==> config.mk <==
export PLATFORM = sky130hd
export DESIGN_NAME = cross_reply_line_parser
export DESIGN_NICKNAME = d
export VERILOG_FILES = /design/src/rtl/crlp_pkg.sv /design/src/rtl/cross_reply_line_parser.sv
export SDC_FILE = /design/constraint.sdc
export NUM_CORES = 1
export LEC_CHECK = 0
export BUFFER_PORTS_ARGS = -buffer_cell sky130_fd_sc_hd__buf_2
export CAP_MARGIN = 20
export CORE_MARGIN = 3
export CORE_UTILIZATION = 34
export CTS_CLUSTER_DIAMETER = 120
export DETAILED_ROUTE_END_ITERATION = 8
export PLACE_DENSITY = 0.59
export SYNTH_ARGS = -nofsm -noshare
export SYNTH_HDL_FRONTEND = slang
export SYNTH_SLANG_ARGS = --single-unit
==> constraint.sdc <==
create_clock -name clock -period 6.2 [get_ports clock]
set_clock_uncertainty 0.1 [all_clocks]
set_input_delay 0.62 -clock clock [delete_from_list [all_inputs] [get_ports clock]]
set_output_delay 0.62 -clock clock [all_outputs]
set_load 0.02 [all_outputs]
==> src/rtl/crlp_pkg.sv <==
// ----------------------------------------------------------------------------
// Cross reply line parser package
// Item types, status codes, sizes and prefix tables shared by the parser.
// ----------------------------------------------------------------------------
package crlp_pkg;

   localparam int LINE_LIMIT_DEFAULT = 50;
   localparam int VALUE_BITS         = 16;
   localparam int ACC_BITS           = VALUE_BITS + 1;
   localparam int OFFSET_BITS        = 15;
   localparam int COUNT_BITS         = 8;

   localparam logic [OFFSET_BITS-1:0] MAX_OFFSET_RESET = OFFSET_BITS'(100);

   typedef enum logic [1:0] {
      STATUS_CROSS        = 2'd0,
      STATUS_NO_CROSS     = 2'd1,
      STATUS_PARSE_ERROR  = 2'd2,
      STATUS_OUT_OF_RANGE = 2'd3
   } status_type;

   typedef struct packed {
      logic [7:0] line_byte;
      logic       end_of_line;
   } req_item_type;

   typedef struct packed {
      status_type                   status;
      logic signed [VALUE_BITS-1:0] offset_x;
      logic signed [VALUE_BITS-1:0] offset_y;
      logic signed [VALUE_BITS-1:0] confidence;
   } rsp_item_type;

   // "NOCROSS"
   function automatic logic [7:0] no_cross_char(input logic [2:0] pos);
      logic [7:0] c;
      case (pos)
         3'd0:    c = 8'h4E;
         3'd1:    c = 8'h4F;
         3'd2:    c = 8'h43;
         3'd3:    c = 8'h52;
         3'd4:    c = 8'h4F;
         3'd5:    c = 8'h53;
         3'd6:    c = 8'h53;
         default: c = 8'h00;
      endcase
      return c;
   endfunction

   // "CROSS,"
   function automatic logic [7:0] cross_char(input logic [2:0] pos);
      logic [7:0] c;
      case (pos)
         3'd0:    c = 8'h43;
         3'd1:    c = 8'h52;
         3'd2:    c = 8'h4F;
         3'd3:    c = 8'h53;
         3'd4:    c = 8'h53;
         3'd5:    c = 8'h2C;
         default: c = 8'h00;
      endcase
      return c;
   endfunction

endpackage

==> src/rtl/cross_reply_line_parser.sv <==
// ----------------------------------------------------------------------------
// Cross reply line parser
// Streams a camera reply line byte by byte and reports cross offsets.
// ----------------------------------------------------------------------------
// A byte is taken in every cycle unless a last byte waits behind a stalled
// result; req_stall then holds the input until that result is taken. A byte is
// held in an input register, then parsed combinationally into the line
// state; the byte flagged end_of_line also loads the result register, so its
// result passes through the input register and then the result register. The
// longest path is the digit step (multiply by ten, add, saturate).
// max_offset may be written at any time the parser is idle; csr_ready is
// always high.
module cross_reply_line_parser #(
   parameter int LINE_LIMIT = crlp_pkg::LINE_LIMIT_DEFAULT
) (
   input  logic                                clock,
   input  logic                                reset,
   input  logic                                req_valid,
   output logic                                req_stall,
   input  crlp_pkg::req_item_type              req_item,
   output logic                                rsp_valid,
   input  logic                                rsp_stall,
   output crlp_pkg::rsp_item_type              rsp_item,
   input  logic                                csr_valid,
   output logic                                csr_ready,
   input  logic [crlp_pkg::OFFSET_BITS-1:0]    csr_max_offset
);

   localparam int VB = crlp_pkg::VALUE_BITS;
   localparam int AB = crlp_pkg::ACC_BITS;
   localparam int CB = crlp_pkg::COUNT_BITS;
   localparam int PB = AB + 3;
   localparam logic [CB:0]   PARSE_LIMIT = (CB + 1)'(LINE_LIMIT - 1);
   localparam logic [AB-1:0] MAG_LIMIT   = AB'(1) << (VB - 1);
   localparam logic [CB-1:0] COUNT_MAX   = {CB{1'b1}};

   typedef enum logic [3:0] {
      PH_PREFIX  = 4'd0,
      PH_SPACE   = 4'd1,
      PH_SIGN    = 4'd2,
      PH_DIGITS  = 4'd3,
      PH_DONE    = 4'd4,
      PH_NOCROSS = 4'd5,
      PH_FAIL    = 4'd6
   } phase_type;

   typedef struct packed {
      logic [CB-1:0]        byte_count;
      phase_type            phase;
      logic [2:0]           prefix_pos;
      logic                 flag_no;
      logic                 flag_yes;
      logic [1:0]           field_index;
      logic                 negative_sign;
      logic                 digit_seen;
      logic [AB-1:0]        accumulator;
      logic signed [VB-1:0] value_0;
      logic signed [VB-1:0] value_1;
      logic signed [VB-1:0] value_2;
      logic                 text_ended;
   } line_state_type;

   localparam line_state_type LINE_CLEAR = '{
      byte_count:    '0,
      phase:         PH_PREFIX,
      prefix_pos:    '0,
      flag_no:       1'b1,
      flag_yes:      1'b1,
      field_index:   '0,
      negative_sign: 1'b0,
      digit_seen:    1'b0,
      accumulator:   '0,
      value_0:       '0,
      value_1:       '0,
      value_2:       '0,
      text_ended:    1'b0
   };

   logic                            s1_valid_ff;
   crlp_pkg::req_item_type          s1_item_ff;
   line_state_type                  line_ff;
   line_state_type                  line_in;
   logic                            rsp_valid_ff;
   logic                            rsp_valid_in;
   crlp_pkg::rsp_item_type          rsp_item_ff;
   crlp_pkg::rsp_item_type          rsp_item_in;
   logic [crlp_pkg::OFFSET_BITS-1:0] max_offset_ff;
   logic                            advance;
   logic                            step;
   logic                            load_rsp;

   function automatic logic signed [VB-1:0] commit_value(input logic neg,
                                                          input logic [AB-1:0] acc);
      logic [AB-1:0] m;
      logic [AB-1:0] n;
      if (neg) begin
         m = (acc > MAG_LIMIT) ? MAG_LIMIT : acc;
         n = AB'(0) - m;
      end else begin
         n = (acc > MAG_LIMIT - AB'(1)) ? MAG_LIMIT - AB'(1) : acc;
      end
      return n[VB-1:0];
   endfunction

   function automatic logic [AB-1:0] magnitude(input logic signed [VB-1:0] v);
      logic [AB-1:0] w;
      w = {v[VB-1], v};
      return v[VB-1] ? AB'(0) - w : w;
   endfunction

   function automatic line_state_type store_value(input line_state_type s);
      line_state_type r;
      logic signed [VB-1:0] v;
      r = s;
      v = commit_value(s.negative_sign, s.accumulator);
      case (s.field_index)
         2'd1:    r.value_1 = v;
         2'd2:    r.value_2 = v;
         default: r.value_0 = v;
      endcase
      return r;
   endfunction

   assign advance   = !(s1_valid_ff && s1_item_ff.end_of_line && rsp_valid_ff && rsp_stall);
   assign step      = s1_valid_ff && advance;
   assign load_rsp  = step && s1_item_ff.end_of_line;
   assign req_stall = s1_valid_ff && !advance;
   assign csr_ready = 1'b1;
   assign rsp_valid = rsp_valid_ff;
   assign rsp_item  = rsp_item_ff;

   always_comb begin
      line_state_type        s;
      line_state_type        f;
      logic [7:0]            c;
      logic                  digit;
      logic                  space;
      logic [3:0]            d;
      logic [PB-1:0]         prod;
      logic [AB-1:0]         lim;
      crlp_pkg::status_type  st;

      s     = line_ff;
      c     = s1_item_ff.line_byte;
      digit = (c >= 8'h30) && (c <= 8'h39);
      space = (c == 8'h20) || ((c >= 8'h09) && (c <= 8'h0D));
      d     = c[3:0];
      prod  = PB'(line_ff.accumulator) * PB'(10) + PB'(d);
      lim   = AB'(max_offset_ff);

      s.byte_count = (line_ff.byte_count == COUNT_MAX) ? COUNT_MAX
                                                       : line_ff.byte_count + CB'(1);

      if (!line_ff.text_ended && ({1'b0, line_ff.byte_count} < PARSE_LIMIT)) begin
         if (c == 8'h00) begin
            s.text_ended = 1'b1;
         end else begin
            case (line_ff.phase)
               PH_PREFIX: begin
                  if (line_ff.prefix_pos < 3'd7 &&
                      c != crlp_pkg::no_cross_char(line_ff.prefix_pos)) begin
                     s.flag_no = 1'b0;
                  end
                  if (line_ff.prefix_pos < 3'd6 &&
                      c != crlp_pkg::cross_char(line_ff.prefix_pos)) begin
                     s.flag_yes = 1'b0;
                  end
                  s.prefix_pos = line_ff.prefix_pos + 3'd1;
                  if (s.flag_no && s.prefix_pos == 3'd7) begin
                     s.phase = PH_NOCROSS;
                  end else if (s.flag_yes && s.prefix_pos == 3'd6) begin
                     s.phase         = PH_SPACE;
                     s.field_index   = 2'd0;
                     s.negative_sign = 1'b0;
                     s.digit_seen    = 1'b0;
                     s.accumulator   = '0;
                  end else if (!s.flag_no && !s.flag_yes) begin
                     s.phase = PH_FAIL;
                  end
               end
               PH_SPACE, PH_SIGN: begin
                  if (digit) begin
                     s.digit_seen  = 1'b1;
                     s.accumulator = AB'(d);
                     s.phase       = PH_DIGITS;
                  end else if (line_ff.phase == PH_SPACE && space) begin
                     s.phase = PH_SPACE;
                  end else if (line_ff.phase == PH_SPACE && (c == 8'h2B || c == 8'h2D)) begin
                     s.negative_sign = (c == 8'h2D);
                     s.phase         = PH_SIGN;
                  end else begin
                     s.phase = PH_FAIL;
                  end
               end
               PH_DIGITS: begin
                  if (digit) begin
                     s.accumulator = (prod > PB'(MAG_LIMIT)) ? MAG_LIMIT : prod[AB-1:0];
                  end else if (line_ff.field_index >= 2'd2) begin
                     s       = store_value(s);
                     s.phase = PH_DONE;
                  end else if (c == 8'h2C) begin
                     s               = store_value(s);
                     s.field_index   = line_ff.field_index + 2'd1;
                     s.negative_sign = 1'b0;
                     s.digit_seen    = 1'b0;
                     s.accumulator   = '0;
                     s.phase         = PH_SPACE;
                  end else begin
                     s.phase = PH_FAIL;
                  end
               end
               default: begin
                  s.phase = line_ff.phase;
               end
            endcase
         end
      end

      // close the line: commit a pending last value and grade it
      f = s;
      if (f.phase == PH_DIGITS && f.field_index >= 2'd2 && f.digit_seen) begin
         f       = store_value(f);
         f.phase = PH_DONE;
      end
      if (s.byte_count < CB'(3)) begin
         st = crlp_pkg::STATUS_PARSE_ERROR;
      end else if (s.phase == PH_NOCROSS) begin
         st = crlp_pkg::STATUS_NO_CROSS;
      end else if (f.phase != PH_DONE) begin
         st = crlp_pkg::STATUS_PARSE_ERROR;
      end else if (magnitude(line_ff.value_0) > lim || magnitude(line_ff.value_1) > lim) begin
         st = crlp_pkg::STATUS_OUT_OF_RANGE;
      end else begin
         st = crlp_pkg::STATUS_CROSS;
      end

      rsp_item_in        = rsp_item_ff;
      rsp_valid_in       = rsp_valid_ff && rsp_stall;
      line_in            = line_ff;
      if (step) begin
         line_in = s;
      end
      if (load_rsp) begin
         line_in                = LINE_CLEAR;
         rsp_valid_in           = 1'b1;
         rsp_item_in.status     = st;
         if (st == crlp_pkg::STATUS_CROSS || st == crlp_pkg::STATUS_OUT_OF_RANGE) begin
            rsp_item_in.offset_x   = f.value_0;
            rsp_item_in.offset_y   = f.value_1;
            rsp_item_in.confidence = f.value_2;
         end else begin
            rsp_item_in.offset_x   = '0;
            rsp_item_in.offset_y   = '0;
            rsp_item_in.confidence = '0;
         end
      end
   end

   always_ff @(posedge clock) begin
      if (reset) begin
         s1_valid_ff   <= 1'b0;
         rsp_valid_ff  <= 1'b0;
         line_ff       <= LINE_CLEAR;
         max_offset_ff <= crlp_pkg::MAX_OFFSET_RESET;
      end else begin
         if (!req_stall) begin
            s1_valid_ff <= req_valid;
         end
         rsp_valid_ff <= rsp_valid_in;
         line_ff      <= line_in;
         if (csr_valid && csr_ready) begin
            max_offset_ff <= csr_max_offset;
         end
      end
   end

   always_ff @(posedge clock) begin
      if (!req_stall) begin
         s1_item_ff <= req_item;
      end
      rsp_item_ff <= rsp_item_in;
   end

   a_empty_values : assert property (@(posedge clock) disable iff (reset)
      rsp_valid_ff && (rsp_item_ff.status == crlp_pkg::STATUS_NO_CROSS ||
                       rsp_item_ff.status == crlp_pkg::STATUS_PARSE_ERROR)
      |-> rsp_item_ff.offset_x == '0 && rsp_item_ff.offset_y == '0 &&
          rsp_item_ff.confidence == '0)
      else $error("empty result carries values");

   a_line_cleared : assert property (@(posedge clock) disable iff (reset)
      load_rsp |=> line_ff.byte_count == '0 && line_ff.phase == PH_PREFIX)
      else $error("line state not cleared after last item");

   a_no_stray_result : assert property (@(posedge clock) disable iff (reset)
      step && !s1_item_ff.end_of_line && !(rsp_valid_ff && rsp_stall) |=> !rsp_valid_ff)
      else $error("result produced by an inner byte");

   a_nocross_prefix : assert property (@(posedge clock) disable iff (reset)
      line_ff.phase == PH_NOCROSS |-> line_ff.prefix_pos == 3'd7)
      else $error("no-cross phase without full prefix");

endmodule

==> results.json <==
{
  "outcome": "finished, final reports clean",
  "syn_to_final_growth_pct": 11.1,
  "utilization_pct": 38.6,
  "fin_area_mm2": 0.0142,
  "crit_path_end_kind": "flip-flop",
  "syn_nets": 1714,
  "crit_chain": "ha_1, ha_1, a21oi_1, o21ai_1, a21oi_1, xor2_1, nor4_2, xor2_1, o41a_1, nand2_4, a31oi_1, a21oi_1, o211a_1, o21ai_0, a311oi_1, buf_4",
  "whs_endpoint": "s1_item_ff[2]",
  "drv_cap": 0,
  "cpPeakStageDelay_ns": 0.58,
  "synth_top_area_share_pct": 16.2,
  "crit_fanout": 12,
  "rr_endpoint": "rsp_item[11]",
  "hp-start": "req_item[2]",
  "clk_latency_ns": 0.44,
  "cp_slowest_cell": "dfxtp_1",
  "num_io_pins": 82,
  "synth.area.top_cells": "dfxtp_1 16%, edfxtp_1 14%, ha_1 7.7%, nor2_1 5.6%, nand2_1 5.5%",
  "drive_gt1_share_pct": 13.3,
  "root_buffer": "clkbuf_16",
  "layout_common_cells": "191 x nor2_1, 189 x nand2_1, 137 x a21oi_1, 104 x dfxtp_1, 81 x buf_2",
  "wl_mm": 42.5,
  "gr-usage-all-layers_pct": 20.7,
  "tns_ns": 0,
  "r2r_cells": 16,
  "port_buffers": 80,
  "finalMaxSlewViolations": 0,
  "slew_headroom_pct": 30.1,
  "synthCells": 1604,
  "critPathKind": "reg2reg",
  "drc": 0,
  "core_area_mm2": 0.0369,
  "whs_path_depth": 1,
  "detail_route.vias_per_cell": 5.73,
  "cts_made_buffers": 17,
  "drtPass1Iterations": 8,
  "synth_edf_count": 59,
  "antenna_cells": 0,
  "htree_levels": 4,
  "hpwl_mm": 32.2,
  "synth_ff_type": "dfxtp_1",
  "synth_top_cell_by_area": "dfxtp_1",
  "setup_viol_count_final": 0,
  "gp_congestion": 0.926,
  "arrival_ns": 5.83,
  "timing.critical_path.mode_cell": "a21oi_1",
  "avgSynthCellArea_um2": 8.00,
  "ys_seq_elements": 163,
  "placed_area_mm2": 0.0136,
  "power.density_mw_per_mm2": 202,
  "grt_pass1_vias": 11600,
  "grt_start_max_net_pins": 52,
  "nets": 1746,
  "vdd.ir_drop.worst_mv": 0.177,
  "fin_hold_ws_ns": 0.257,
  "dieArea_mm2": 0.0401,
  "antenna_found_initial": 1,
  "grt_overflow": 0,
  "period_needed_ns": 5.72,
  "synth_cell_types": 112,
  "seq_area_frac_synth_pct": 30.0,
  "start_util_pct": 34.8,
  "initialDrtViolationCount": 1041,
  "tightest_slew_ns": 1.05,
  "grt_pass1_wl_mm": 67.3,
  "cts_tree": "done",
  "clockBufferDepth": 2,
  "netlist_area_mm2": 0.0128,
  "vias": 12300,
  "dieHeight_um": 200,
  "wl_per_cell_um": 19.8,
  "final_common_cell": "nor2_1",
  "antenna_left": 0,
  "ys_warn_count": 0,
  "ff2ff_setup_slack_ns": 0.48,
  "die-width_um": 200,
  "hp-class": "in2reg",
  "rsz0062_at_grt": "no",
  "hold_violations": 0,
  "clock-sinks": 163,
  "p_leak_nw": 5.41,
  "cts.clk_slew.worst_paths_ns": 0.07,
  "required_ns": 6.31,
  "r2r_start": "line_ff[58]",
  "post_cts_buffers": 0,
  "row_count": 70,
  "async_reset_ff_share_pct": 0,
  "cp-startpoint": "line_ff[58]",
  "fmax_mhz": 175,
  "start_kind": "flip-flop",
  "period_share_pct": 92.3
}
[Yosys cell counts, types with 8 or more instances]
master      n
a21oi_1   138
nand2b_1   22
or3_1      24
edfxtp_1   59
xor2_1     11
or2_2      10
clkbuf_1   74
o22ai_1     9
o41ai_1    11
dfxtp_1   104
mux2i_1    25
o31ai_1    19
ha_1       79
nand4_1    16
a31oi_1    17
nor3_1     45
nor2b_1    14
nand2_1   189
o21ai_0    68
and2_1     22
nand3_1    29
o211ai_1   17
a211oi_1   70
a311oi_1    8
and3_1     15
xnor2_1    48
nor2_1    191
inv_1      46
buf_2      10
o21a_1     11
a22oi_1     9
a21o_1     14
[cell families after synthesis]
| kind of cell | synth area share [%] |
|---|---|
| fa+ha+maj | 8.02 |
| flops | 30.0 |
| mux | 2.48 |
| xor+xnor | 4.16 |
| simple gates | 23.5 |
| compound gates | 26.0 |
| buf+inv | 5.74 |
| other cells | 0.0292 |
[what timing repair did]
item	CTS	global route
resized for setup	0	2
hold buffers	0	0
hold endpoints to repair	0	0
endpoints found under the setup margin	0	18
[area by class of cell]
cell class	count	area, um2
tap	504	631
sequential	163	3850
fill	3770	22600
multi-input combinational	1285	8250
clock inverter	15	191
timing repair buffer	122	713
inverter	47	176
clock buffer	17	425
[worst max-delay path by stage]
stage                    to  slack [ns]  depth (start not counted)
2_1_floorplan  rsp_item[14]        1.05                         20
3_3_place_gp   rsp_item[30]        0.47                         19
3_5_place_dp   rsp_item[30]        0.35                         18
4_1_cts        rsp_item[14]        0.31                         18
5_1_grt        rsp_item[11]        0.03                         16
6_report       rsp_item[11]        0.48                         16
[power breakdown]
group          switching [mW]  internal [mW]
Combinational           0.389          0.191
Clock                   0.519          0.615
Sequential             0.0294           1.13
Total                   0.937           1.94
[flip-flops by register name, indices dropped and copies added, names as in the netlist]
| name | count |
|---|---|
| rsp_item | 50 |
| rsp_valid | 1 |
| max_offset_ff | 15 |
| s1_valid_ff | 1 |
| line_ff | 87 |
| s1_item_ff | 9 |
[layer usage]
metal  vias up  track usage (%)  routed length, um
met1      5866             27.6              18800
met4         2             7.25               1410
met5         -                0                 13
met2       451             34.2              19600
met3        83             3.28               2750
li1       5939                -                  -
[metrics by stage]
step           worst slack, ns  cells  power [mW]
2_1_floorplan             1.05   1604        1.58
3_3_place_gp             0.471   2120        1.74
3_5_place_dp             0.350   2121        1.75
4_1_cts                  0.311   2153        2.87
5_1_grt                 0.0325   2153        2.99
6_report                 0.477   2153        2.87
[critical path: cells and delay by family (launching register included)]
kind	cells	cell delay (ns)
xor+xnor	2	0.55
flops	1	0.58
buf+inv	1	0.18
simple gates	2	0.57
fa+ha+maj	2	0.67
compound gates	9	2.80
Note: power is estimated with default switching activity, not from simulation.
